==> config.mk <==
export PLATFORM = sky130hd
export DESIGN_NAME = tcp_stream_reassembler
export DESIGN_NICKNAME = d
export VERILOG_FILES = /design/src/design/trs_pkg.sv /design/src/design/trs_ctrl.sv /design/src/design/trs_datapath.sv /design/src/design/tcp_stream_reassembler.sv
export SDC_FILE = /design/constraint.sdc
export NUM_CORES = 1
export LEC_CHECK = 0
export BUFFER_PORTS_ARGS = -buffer_cell sky130_fd_sc_hd__buf_2
export CAP_MARGIN = 40
export CELL_PAD_IN_SITES_DETAIL_PLACEMENT = 0
export CELL_PAD_IN_SITES_GLOBAL_PLACEMENT = 1
export CORE_MARGIN = 1.5
export CORE_UTILIZATION = 56
export CTS_CLUSTER_SIZE = 28
export DETAILED_ROUTE_END_ITERATION = 12
export HOLD_SLACK_MARGIN = 0.08
export PLACE_DENSITY_LB_ADDON = 0.1
export SLEW_MARGIN = 20
export SYNTH_ARGS = -nofsm -noshare
export SYNTH_HDL_FRONTEND = slang
export SYNTH_SLANG_ARGS = --single-unit
==> constraint.sdc <==
create_clock -name clk_i -period 16.2 [get_ports clk_i]
set_clock_uncertainty 0.15 [all_clocks]
set_input_delay 0.81 -clock clk_i [delete_from_list [all_inputs] [get_ports clk_i]]
set_output_delay 0.81 -clock clk_i [all_outputs]
set_load 0.1 [all_outputs]
==> src/design/trs_pkg.sv <==
// ----------------------------------------------------------------------------
// trs_pkg
// Shared word types and controller/datapath interface types for the
// stream reassembler.
// ----------------------------------------------------------------------------
package trs_pkg;

  // Command codes carried by an input word
  localparam logic CMD_PUSH = 1'b0;
  localparam logic CMD_READ = 1'b1;

  // Fixed field widths
  localparam int unsigned IndexW = 32;
  localparam int unsigned CountW = 7;

  typedef struct packed {
    logic              command;
    logic [IndexW-1:0] index;
    logic [7:0]        byte_value;
    logic              has_byte;
    logic              segment_last;
    logic              segment_eof;
    logic [CountW-1:0] read_count;
  } trs_in_t;

  typedef struct packed {
    logic [7:0]        out_byte;
    logic              byte_valid;
    logic              run_last;
    logic              stream_ended;
    logic [CountW-1:0] pending_count;
    logic              pending_none;
    logic [CountW-1:0] unread_total;
  } trs_out_t;

  // Controller to datapath
  typedef struct packed {
    logic accept;
    logic scan;
    logic drain;
    logic stat;
  } trs_cmd_t;

  // Datapath to controller
  typedef struct packed {
    logic run_start;
    logic scan_done;
    logic drain_done;
    logic out_free;
  } trs_status_t;

endpackage

==> src/design/trs_ctrl.sv <==
// ----------------------------------------------------------------------------
// trs_ctrl
// Sequencer: accept a word, scan the in-order run, drain it, or emit a
// single status word.
// ----------------------------------------------------------------------------
module trs_ctrl (
  input  logic                 clk_i,
  input  logic                 rst_ni,
  input  logic                 in_valid_i,
  output logic                 in_ready_o,
  input  trs_pkg::trs_status_t status_i,
  output trs_pkg::trs_cmd_t    cmd_o
);
  import trs_pkg::*;

  typedef enum logic [3:0] {
    ST_IDLE  = 4'b0001,
    ST_SCAN  = 4'b0010,
    ST_DRAIN = 4'b0100,
    ST_STAT  = 4'b1000
  } trs_state_e;

  trs_state_e state_q, state_d;

  assign in_ready_o = (state_q == ST_IDLE);

  // Drive datapath commands
  always_comb begin
    cmd_o        = '0;
    cmd_o.accept = in_valid_i && (state_q == ST_IDLE);
    cmd_o.scan   = (state_q == ST_SCAN);
    cmd_o.drain  = (state_q == ST_DRAIN);
    cmd_o.stat   = (state_q == ST_STAT);
  end

  // Advance state
  always_comb begin
    state_d = state_q;
    case (state_q)
      ST_IDLE: begin
        if (in_valid_i) begin
          state_d = status_i.run_start ? ST_SCAN : ST_STAT;
        end
      end
      ST_SCAN: begin
        if (status_i.scan_done) state_d = ST_DRAIN;
      end
      ST_DRAIN: begin
        if (status_i.drain_done) state_d = ST_IDLE;
      end
      ST_STAT: begin
        if (status_i.out_free) state_d = ST_IDLE;
      end
      default: state_d = ST_IDLE;
    endcase
  end

  always_ff @(posedge clk_i or negedge rst_ni) begin
    if (!rst_ni) begin
      state_q <= ST_IDLE;
    end else begin
      state_q <= state_d;
    end
  end

endmodule

==> src/design/trs_datapath.sv <==
// ----------------------------------------------------------------------------
// trs_datapath
// Window store, held map, stream counters, run scan and drain pipeline,
// and the output register.
// ----------------------------------------------------------------------------
module trs_datapath #(
  parameter int unsigned CAPACITY = 64
) (
  input  logic                 clk_i,
  input  logic                 rst_ni,
  input  trs_pkg::trs_in_t     in_data_i,
  input  trs_pkg::trs_cmd_t    cmd_i,
  output trs_pkg::trs_status_t status_o,
  output logic                 out_valid_o,
  input  logic                 out_ready_i,
  output trs_pkg::trs_out_t    out_data_o
);
  import trs_pkg::*;

  localparam int unsigned SW = (CAPACITY > 1) ? $clog2(CAPACITY) : 1;
  localparam int unsigned CW = $clog2(CAPACITY + 1);
  localparam logic [SW:0]   CapS = (SW + 1)'(CAPACITY);
  localparam logic [CW-1:0] CapC = CW'(CAPACITY);
  localparam logic [SW-1:0] LastSlot = SW'(CAPACITY - 1);

  // Window store, no reset
  logic [7:0] mem_q [CAPACITY];
  logic [7:0] rdata_q;

  logic [CAPACITY-1:0] held_q, held_d;
  logic [32:0]   ne_q, ne_d;
  logic [SW-1:0] ne_slot_q, ne_slot_d;
  logic [CW-1:0] unread_q, unread_d;
  logic [CW-1:0] pending_q, pending_d;
  logic          eof_known_q, eof_known_d;
  logic [32:0]   eof_pos_q, eof_pos_d;
  logic          ended_q, ended_d;
  logic          seg_ovf_q, seg_ovf_d;

  logic [SW-1:0] scan_p_q, scan_p_d;
  logic [CW-1:0] scan_c_q, scan_c_d;
  logic [CW-1:0] rem_q, rem_d;
  logic          rdv_q, rdv_d;
  logic          rlast_q, rlast_d;

  logic          out_valid_q, out_valid_d;
  trs_out_t      out_q, out_d;

  // Push decode
  logic [32:0]   idx_ext, limit, seg_end, diff;
  logic [SW:0]   slot_sum;
  logic [SW-1:0] slot, slot_inc;
  logic          is_push, in_window, store, store_new, run_start;
  logic          seg_ovf_cur, fits;
  logic [CountW-1:0] unread_w, rd_sat;

  // Scan, drain and output handshake
  logic          out_free, scan_done, scan_end, issue, move;
  logic [32:0]   ne_final;
  logic          ended_next;

  assign idx_ext   = {1'b0, in_data_i.index};
  assign limit     = ne_q - 33'(unread_q) + 33'(CAPACITY);
  assign seg_end   = idx_ext + 33'(in_data_i.has_byte);
  assign diff      = idx_ext - ne_q;
  assign slot_sum  = {1'b0, ne_slot_q} + {1'b0, diff[SW-1:0]};
  assign slot      = (slot_sum >= CapS) ? SW'(slot_sum - CapS) : slot_sum[SW-1:0];
  assign slot_inc  = (slot == LastSlot) ? '0 : slot + 1'b1;

  assign is_push   = cmd_i.accept && (in_data_i.command == CMD_PUSH);
  assign in_window = idx_ext < limit;
  assign store     = in_data_i.has_byte && in_window && !ended_q && (idx_ext >= ne_q);
  assign store_new = is_push && store && !held_q[slot];
  assign run_start = (in_data_i.command == CMD_PUSH) && store && (idx_ext == ne_q);

  assign seg_ovf_cur = seg_ovf_q || (in_data_i.has_byte && !in_window);
  assign fits        = !seg_ovf_cur && (seg_end <= limit);

  assign unread_w = CountW'(unread_q);
  assign rd_sat   = (in_data_i.read_count > unread_w) ? unread_w : in_data_i.read_count;

  assign out_free  = !out_valid_q || out_ready_i;
  assign scan_done = !held_q[scan_p_q] || (scan_c_q == CapC);
  assign scan_end  = cmd_i.scan && scan_done;
  assign move      = cmd_i.drain && rdv_q && out_free;
  assign issue     = cmd_i.drain && (rem_q != '0) && (!rdv_q || move);

  assign ne_final   = scan_end ? ne_q + 33'(scan_c_q) : ne_q;
  assign ended_next = ended_q || (eof_known_q && (ne_final >= eof_pos_q));

  always_comb begin
    status_o            = '0;
    status_o.run_start  = run_start;
    status_o.scan_done  = scan_done;
    status_o.drain_done = move && rlast_q;
    status_o.out_free   = out_free;
  end

  // Update stream state
  always_comb begin
    held_d      = held_q;
    ne_d        = ne_q;
    ne_slot_d   = ne_slot_q;
    unread_d    = unread_q;
    pending_d   = pending_q;
    eof_known_d = eof_known_q;
    eof_pos_d   = eof_pos_q;
    ended_d     = ended_q;
    seg_ovf_d   = seg_ovf_q;
    scan_p_d    = scan_p_q;
    scan_c_d    = scan_c_q;
    rem_d       = rem_q;
    rdv_d       = rdv_q;
    rlast_d     = rlast_q;

    // Apply a read: free window space
    if (cmd_i.accept && (in_data_i.command == CMD_READ)) begin
      unread_d = unread_q - CW'(rd_sat);
    end

    // Apply a push: store byte, track segment fit and eof
    if (is_push) begin
      if (store_new) begin
        held_d[slot] = 1'b1;
        pending_d    = pending_q + 1'b1;
      end
      if (in_data_i.segment_last) begin
        if (in_data_i.segment_eof && fits && !eof_known_q) begin
          eof_known_d = 1'b1;
          eof_pos_d   = seg_end;
        end
        seg_ovf_d = 1'b0;
      end else begin
        seg_ovf_d = seg_ovf_cur;
      end
      if (run_start) begin
        scan_p_d = slot_inc;
        scan_c_d = CW'(1);
      end
    end

    // Walk the contiguous run; at its end commit the final counters
    if (cmd_i.scan) begin
      if (scan_done) begin
        rem_d     = scan_c_q;
        ne_d      = ne_final;
        pending_d = pending_q - scan_c_q;
        unread_d  = unread_q + scan_c_q;
        ended_d   = ended_next;
      end else begin
        scan_c_d = scan_c_q + 1'b1;
        scan_p_d = (scan_p_q == LastSlot) ? '0 : scan_p_q + 1'b1;
      end
    end

    // Status-only word: settle the ended flag
    if (cmd_i.stat && out_free) begin
      ended_d = ended_next;
    end

    // Drain: read slot, release it, advance
    if (move) begin
      rdv_d = 1'b0;
    end
    if (issue) begin
      held_d[ne_slot_q] = 1'b0;
      ne_slot_d         = (ne_slot_q == LastSlot) ? '0 : ne_slot_q + 1'b1;
      rem_d             = rem_q - 1'b1;
      rdv_d             = 1'b1;
      rlast_d           = (rem_q == CW'(1));
    end
  end

  // Load the output register
  always_comb begin
    out_valid_d = out_valid_q && !out_ready_i;
    out_d       = out_q;
    if (cmd_i.stat && out_free) begin
      out_valid_d         = 1'b1;
      out_d.out_byte      = '0;
      out_d.byte_valid    = 1'b0;
      out_d.run_last      = 1'b1;
      out_d.stream_ended  = ended_next;
      out_d.pending_count = CountW'(pending_q);
      out_d.pending_none  = (pending_q == '0);
      out_d.unread_total  = CountW'(unread_q);
    end else if (move) begin
      out_valid_d         = 1'b1;
      out_d.out_byte      = rdata_q;
      out_d.byte_valid    = 1'b1;
      out_d.run_last      = rlast_q;
      out_d.stream_ended  = ended_q;
      out_d.pending_count = CountW'(pending_q);
      out_d.pending_none  = (pending_q == '0);
      out_d.unread_total  = CountW'(unread_q);
    end
  end

  // Window store write and registered read
  always_ff @(posedge clk_i) begin
    if (store_new) begin
      mem_q[slot] <= in_data_i.byte_value;
    end
  end

  always_ff @(posedge clk_i) begin
    if (issue) begin
      rdata_q <= mem_q[ne_slot_q];
    end
  end

  always_ff @(posedge clk_i or negedge rst_ni) begin
    if (!rst_ni) begin
      held_q      <= '0;
      ne_q        <= '0;
      ne_slot_q   <= '0;
      unread_q    <= '0;
      pending_q   <= '0;
      eof_known_q <= 1'b0;
      eof_pos_q   <= '0;
      ended_q     <= 1'b0;
      seg_ovf_q   <= 1'b0;
      scan_p_q    <= '0;
      scan_c_q    <= '0;
      rem_q       <= '0;
      rdv_q       <= 1'b0;
      rlast_q     <= 1'b0;
      out_valid_q <= 1'b0;
    end else begin
      held_q      <= held_d;
      ne_q        <= ne_d;
      ne_slot_q   <= ne_slot_d;
      unread_q    <= unread_d;
      pending_q   <= pending_d;
      eof_known_q <= eof_known_d;
      eof_pos_q   <= eof_pos_d;
      ended_q     <= ended_d;
      seg_ovf_q   <= seg_ovf_d;
      scan_p_q    <= scan_p_d;
      scan_c_q    <= scan_c_d;
      rem_q       <= rem_d;
      rdv_q       <= rdv_d;
      rlast_q     <= rlast_d;
      out_valid_q <= out_valid_d;
    end
  end

  // Output payload needs no reset
  always_ff @(posedge clk_i) begin
    out_q <= out_d;
  end

  assign out_valid_o = out_valid_q;
  assign out_data_o  = out_q;

endmodule

==> src/design/tcp_stream_reassembler.sv <==
// ----------------------------------------------------------------------------
// tcp_stream_reassembler
// A word with no in-order byte gives one status word, loaded into the output
// register from the status state. A word that completes a run of bytes scans the
// held map, then drains one byte per cycle through the registered read port while
// the output is not stalled. Output stalls hold both the drain and the status
// word; the next word is taken once the last result is registered.
// Reset clears the held map and counters at once; the byte store has no reset.
// ----------------------------------------------------------------------------
module tcp_stream_reassembler #(
  parameter int unsigned CAPACITY = 64
) (
  input  logic              clk_i,
  input  logic              rst_ni,
  input  logic              in_valid_i,
  output logic              in_ready_o,
  input  trs_pkg::trs_in_t  in_data_i,
  output logic              out_valid_o,
  input  logic              out_ready_i,
  output trs_pkg::trs_out_t out_data_o
);
  import trs_pkg::*;

  trs_cmd_t    cmd;
  trs_status_t status;

  // Sequencer
  trs_ctrl u_ctrl (
    .clk_i      (clk_i),
    .rst_ni     (rst_ni),
    .in_valid_i (in_valid_i),
    .in_ready_o (in_ready_o),
    .status_i   (status),
    .cmd_o      (cmd)
  );

  // Store, counters and output register
  trs_datapath #(
    .CAPACITY (CAPACITY)
  ) u_datapath (
    .clk_i       (clk_i),
    .rst_ni      (rst_ni),
    .in_data_i   (in_data_i),
    .cmd_i       (cmd),
    .status_o    (status),
    .out_valid_o (out_valid_o),
    .out_ready_i (out_ready_i),
    .out_data_o  (out_data_o)
  );

endmodule

Yosys cells after proc, flatten, opt, wreduce, memory -nomap -nowiden

Memories as Yosys holds them, arrays and structs flattened. A register that Yosys moved wholly into a read port is not among the register bits.
Index checks and enable logic that the tools add are counted.

Mux-type cells: 53
Add/sub/neg operators: 16
Order comparisons: 11
Equality and inequality tests: 14
Reduce and logical (&&, ||, !) cells: 52
Bitwise operators: 4

Operator list:

| cell                                                                         | number |
|---|---|
| 64-bit two-way mux                                                           | 3 |
| 7-bit two-way mux                                                            | 15 |
| 64-bit AND                                                                   | 1 |
| 64-bit NOT                                                                   | 1 |
| 64-bit bitwise OR                                                            | 1 |
| 6-bit two-way mux                                                            | 8 |
| 32-bit by 1-bit adder with 33-bit output                                     | 1 |
| 33-bit by 7-bit adder with 33-bit output                                     | 1 |
| 33-bit by 7-bit adder with 33-bit output, second input constant              | 1 |
| 32-bit by 33-bit == test with 1-bit output                                   | 1 |
| 32-bit by 33-bit >= comparator with 1-bit output                             | 1 |
| 33-bit >= comparator                                                         | 1 |
| 33-bit <= comparator                                                         | 1 |
| 32-bit by 33-bit less-than comparator with 1-bit output                      | 1 |
| 33-bit two-way mux                                                           | 1 |
| 33-bit by 7-bit subtractor with 33-bit output                                | 1 |
| 16-bit two-way mux                                                           | 2 |
| 1-bit logical AND                                                            | 25 |
| 6-bit by 7-bit less-than comparator with 1-bit output, second input constant | 3 |
| 4-bit two-way mux                                                            | 5 |
| 6-bit by 1-bit adder with 6-bit output, second input constant                | 3 |
| 6-bit == test, second input constant                                         | 3 |
| 4-bit case mux with 4 select lines                                           | 1 |
| 7-bit by 1-bit adder with 7-bit output, second input constant                | 2 |
| 28 further kinds                                                             | 67 |

Bits in writable memories: 512
Memories kept: 1
Output and inout port bits: 28
Flip-flop bits (word level): 206

Memories:

| name             | depth | width | rd ports | clocked after memory_dff | wr ports | RTL line           | source |
|---|---|---|---|---|---|---|---|
| u_datapath.mem_q | 64    | 8     | 1        | 1                        | 1        | trs_datapath.sv:27 | `logic [7:0] mem_q [CAPACITY];` |

Longest topological paths before layout

Word-level depth: 13
Depth in mapped cells: 28
Mapped depth without buffers: 27

By module

A second synthesis with hierarchy kept.

Cells, all modules: 2948
Area total of the unflattened synthesis: 37176.9 um2

By module, submodules not included:

| module       | instances | area each (um2) | cells an instance | sequential area each (um2) |
|---|---|---|---|---|
| trs_datapath | 1         | 36881.6         | 2919              | 20699.9 |
| trs_ctrl     | 1         | 295.3           | 29                | 101.3 |

Least setup slack after synthesis

Ideal clock, no wire load.

Path kind: flip-flop to flip-flop
Start point: register u_datapath.unread_q[1]
End point: memory u_datapath.mem_q[31][0] (enable)
Period minus slack after synthesis: 6.597 ns
Path slack: 9.603 ns
Stages on the path, launching flop included: 27
Arrival time: 6.064 ns
Path buffers: 1
Cells stage by stage: dfrtp_1 -> inv_1 -> ha_1 -> ha_1 -> inv_1 -> fa_1 -> nor2b_1 -> o31a_1 -> o31ai_1 -> o211ai_1 -> a31o_2 -> a2111oi_0 -> o21ai_0 -> a31o_2 -> a21oi_1 -> xor2_1 -> ha_1 -> nand2_1 -> nor3_1 -> and3_1 -> and2_1 -> a221oi_1 -> o21ai_0 -> o21ai_1 -> clkbuf_1 -> nand2_1 -> nor3_1

Cells in the longest elaborated chain, start to end: 10

RTL lines:

| element                                                 | RTL line            | source |
|---|---|---|
| start: declaration                                      | trs_datapath.sv:33  | `logic [CW-1:0] unread_q, unread_d;` |
| start signal: assignment                                | trs_datapath.sv:233 | `unread_q <= unread_d;` |
| 33-bit by 7-bit subtractor with 33-bit output           | trs_datapath.sv:63  | `assign limit = ne_q - 33'(unread_q) + 33'(CAPACITY);` |
| 33-bit by 7-bit adder with 33-bit output                | trs_datapath.sv:63  |  |
| 32-bit by 33-bit less-than comparator with 1-bit output | trs_datapath.sv:71  | `assign in_window = idx_ext < limit;` |
| 1-bit logical AND (3 in a row)                          | trs_datapath.sv:72  | `assign store = in_data_i.has_byte && in_window && !ended_q && (idx_ext >= ne_q);` |
| 1-bit logical AND (2 in a row)                          | trs_datapath.sv:73  | `assign store_new = is_push && store && !held_q[slot];` |
| 1-bit two-way mux                                       | trs_datapath.sv:201 | `if (store_new) begin` |
| 1-bit two-way mux (not written as such)                 | trs_datapath.sv:202 | `mem_q[slot] <= in_data_i.byte_value;` |
| end: declaration                                        | trs_datapath.sv:27  |  |

Every way passes these cells.

Worst setup path in the final report

Start point: register u_datapath.unread_q[1]
End point: memory u_datapath.mem_q[1][3] (enable)

The elaborated chain is that of the path after synthesis.

==> results_dict.tcl <==
set metrics [dict create \
    cts-root-buf "clkbuf_16" \
    core_mm2 0.06446 \
    clk_pin_slew_ps 70 \
    layout_commonest_cell "edfxtp_1" \
    gr-total-overflow 0 \
    hold_viol 0 \
    cts_tree "yes" \
    worstMarginPinSlew_ps 917.6 \
    crit_path_start_kind "flop" \
    cap_viol_max_count 0 \
    die_w_um 258.6 \
    drtPass1Iterations 5 \
    htree_levels 3 \
    slew_viol_final 0 \
    cts-resized-gates 0 \
    syn_to_final_growth_pct 11.46 \
    comb_power_share_pct 22.1 \
    syn_nets 3282 \
    rr_worst_depth 26 \
    setup-tns-final_ps 0 \
    n_antenna_cell 0 \
    antenna_left 0 \
    syn_area_mm2 0.03660 \
    seqPwrFrac_pct 43.4 \
    max_freq_ghz 0.1223 \
    routed_wl_um 107300 \
    grt_usage_pct 32.15 \
    cts_buffer_depth 3 \
    crit_type "flop to flop" \
    relSlewSlack_pct 38.83 \
    synthCells 2985 \
    arrival_ps 8270 \
    grt_pass1_wl_um 161300 \
    synth_edf_count 536 \
    grt_max_degree 84 \
    wl_per_cell_um 26.90 \
    ir_drop_mv 0.1118 \
    vias 26329 \
    timing.final.crit_period_ps 8175 \
    hp-class "input port to flop" \
    cts_made_buffers 77 \
    hold-path-cell-count 2 \
    p_clk_share_pct 34.5 \
    io_pins 83 \
    start_util_pct 56.77 \
    sw_frac_of_total_pct 30.11 \
    p_sw_w 0.001501 \
    status "completed" \
    place.gp.congestion 0.9191 \
    async_flop_share_pct 24.79 \
    placementRows 93 \
    p_int_w 0.003483 \
    avgSynthCellArea_um2 12.26 \
    setup-violations-final 0 \
    port_buffers 82 \
    layout_common_cells "536 x edfxtp_1, 235 x ha_1, 232 x nor2_1, 185 x a22oi_1, 179 x dfrtp_1" \
    dieArea_mm2 0.06689 \
    synthDistinctLibCells 86 \
    seq_area_frac_synth_pct 56.84 \
    clock-sinks 726 \
    num-nets-final 3368 \
    grt_setup_unrepaired "false" \
    crit_fanout 10 \
    grt_pass1_vias 25848 \
    first_iter_violations 3006 \
    fin_crit_sh_pct 50.47 \
    power_leakage_nw 15.56 \
    ys_warn_count 0 \
    end_kind "flop" \
    synth_flop_cell "edfxtp_1" \
    worstPathRequired_ps 16300 \
    post-dp-hpwl_um 73000 \
    via_per_inst 6.600 \
    drc_errors 0 \
    p_total_w 0.004984 \
    pwr_density_cell_mw_per_mm2 122.2 \
    die_h_um 258.6 \
    clock_latency_ps 640 \
    antenna_found_initial 1 \
    rrSetupSlack_ps 8020 \
    synth_seq_cells 726 \
    layout-drive-gt1-share_pct 11.77 \
]
## stage by stage
step	cell area (um^2)	hold WS (ps)	util [%]	std cells	setup slack (ps)
after floorplan	36600	288.6	-	2985	9603
after global placement	37900	330.3	58.79	3817	8241
after detailed placement	38100	338.6	59.10	3835	8085
after CTS	40580	244.8	62.94	3978	8072
after global routing	40790	243.3	63.27	3989	7450
final	40790	269.6	63.27	3989	8025
## routing by layer
metal | vias to the layer above | global-route usage, % | wire length, um
met1 | 12966 | 43.09 | 42660
met4 | 2 | 11.78 | 4017
li1 | 11717 | - | -
met5 | - | 0 | 13
met2 | 1392 | 52.80 | 51360
met3 | 252 | 5.585 | 9240
## logic make-up after synthesis
kind of cell             count (synthesis)  share of synthesized area (%)
adder cells (fa/ha/maj)                243                          8.445
buffers and inverters                  274                          2.855
flip-flops                             726                          56.84
AND/OR/NAND/NOR                        713                          9.419
XOR/XNOR                               149                          3.645
AO/OA/AOI/OAI                          796                          15.46
multiplexers                            84                          3.330
## worst max-delay path: stages (launching register included)
cell and delay [ps]:
dfrtp_1 420, inv_1 210, ha_1 270, ha_1 230, inv_1 70, fa_1 200, nor2b_1 60, o31a_1 290
o31ai_1 500, o211ai_1 330, a31o_2 360, a2111oi_0 580, o21ai_0 290, a31o_2 290, a21oi_1 180, xor2_1 220
ha_1 280, nand2_1 60, nor3_1 100, and3_1 190, and2_1 150, a221oi_1 350, o21ai_0 250, o21ai_1 250
buf_4 290, nand4_1 460, nor2_1 730
## worst paths after layout
path                                             startpoint                          endpoint
min reg2reg                  u_datapath.rlast_q$_DFFE_PN0P_    u_datapath.rlast_q$_DFFE_PN0P_
max reg2reg                u_datapath.unread_q[1]$_DFF_PN0_  u_datapath.mem_q[1][3]$_DFFE_PP_
max                        u_datapath.unread_q[1]$_DFF_PN0_  u_datapath.mem_q[1][3]$_DFFE_PP_
min                                            in_data_i[8]  u_datapath.seg_ovf_q$_DFFE_PN0P_
max in group asynchronous                            rst_ni   u_datapath.ne_q[29]$_DFFE_PN0P_
min in group asynchronous                            rst_ni  u_datapath.unread_q[4]$_DFF_PN0_
## power groups by stage
| stage | clock network, W | registers [W] | logic (W) |
|---|---|---|---|
| final | 0.00172 | 0.00217 | 0.00110 |
| after global routing | 0.00181 | 0.00217 | 0.00122 |
| after CTS | 0.00174 | 0.00216 | 0.00109 |
| after detailed placement | 0 | 0.00220 | 0.00108 |
| after global placement | 0 | 0.00220 | 0.00105 |
| after floorplan | 0 | 0.00223 | 0.000722 |
## state kept, by name, indices dropped and copies added, names as in the netlist, 4 cells and up
signal                 flops
u_datapath.held_q         64
u_datapath.eof_pos_q      33
u_datapath.scan_p_q        6
u_datapath.mem_q         512
u_datapath.ne_slot_q       6
u_datapath.rdata_q         8
u_datapath.rem_q           7
u_datapath.unread_q        7
u_datapath.out_data_o     26
u_datapath.ne_q           33
u_ctrl.state_q             4
u_datapath.pending_q       7
u_datapath.scan_c_q        7
## synthesized netlist by cell type, drive strengths merged (22+ instances only)
cell type	count	area, um^2
a22o	40	350.3
dfrtp	179	4479
xnor2	110	963.4
clkbuf	117	439.2
nand3	70	350.3
nand2	162	608.1
a41oi	72	630.6
a22oi	185	1389
and3	30	187.7
a221oi	46	402.9
a31oi	72	450.4
nor2	236	885.9
xor2	37	324.1
edfxtp	536	16100
mux4	26	585.6
o21ai	86	430.4
mux2	42	473.0
buf	24	106.3
a21oi	122	610.6
ha	235	2940
nand2b	22	137.6
inv	130	488.0
nor3	30	150.1
a21o	57	427.9
nor2b	22	137.6
nand4	61	387.9
## cell type report
class                           instances  area [um^2]
Multi-Input combinational cell       1985        14820
Sequential cell                       726        20800
Clock buffer                          103         2147
Clock inverter                         39        321.6
Fill cell                            5002        23680
Timing Repair Buffer                  148         1129
Tap cell                              855         1070
Inverter                              133        499.2
## repair_timing
action,4_1_cts,5_1_grt
setup buffers,0,0
hold buffers,1,0
hold endpoints to repair,34,0
Power figures use the tool's default switching activity.
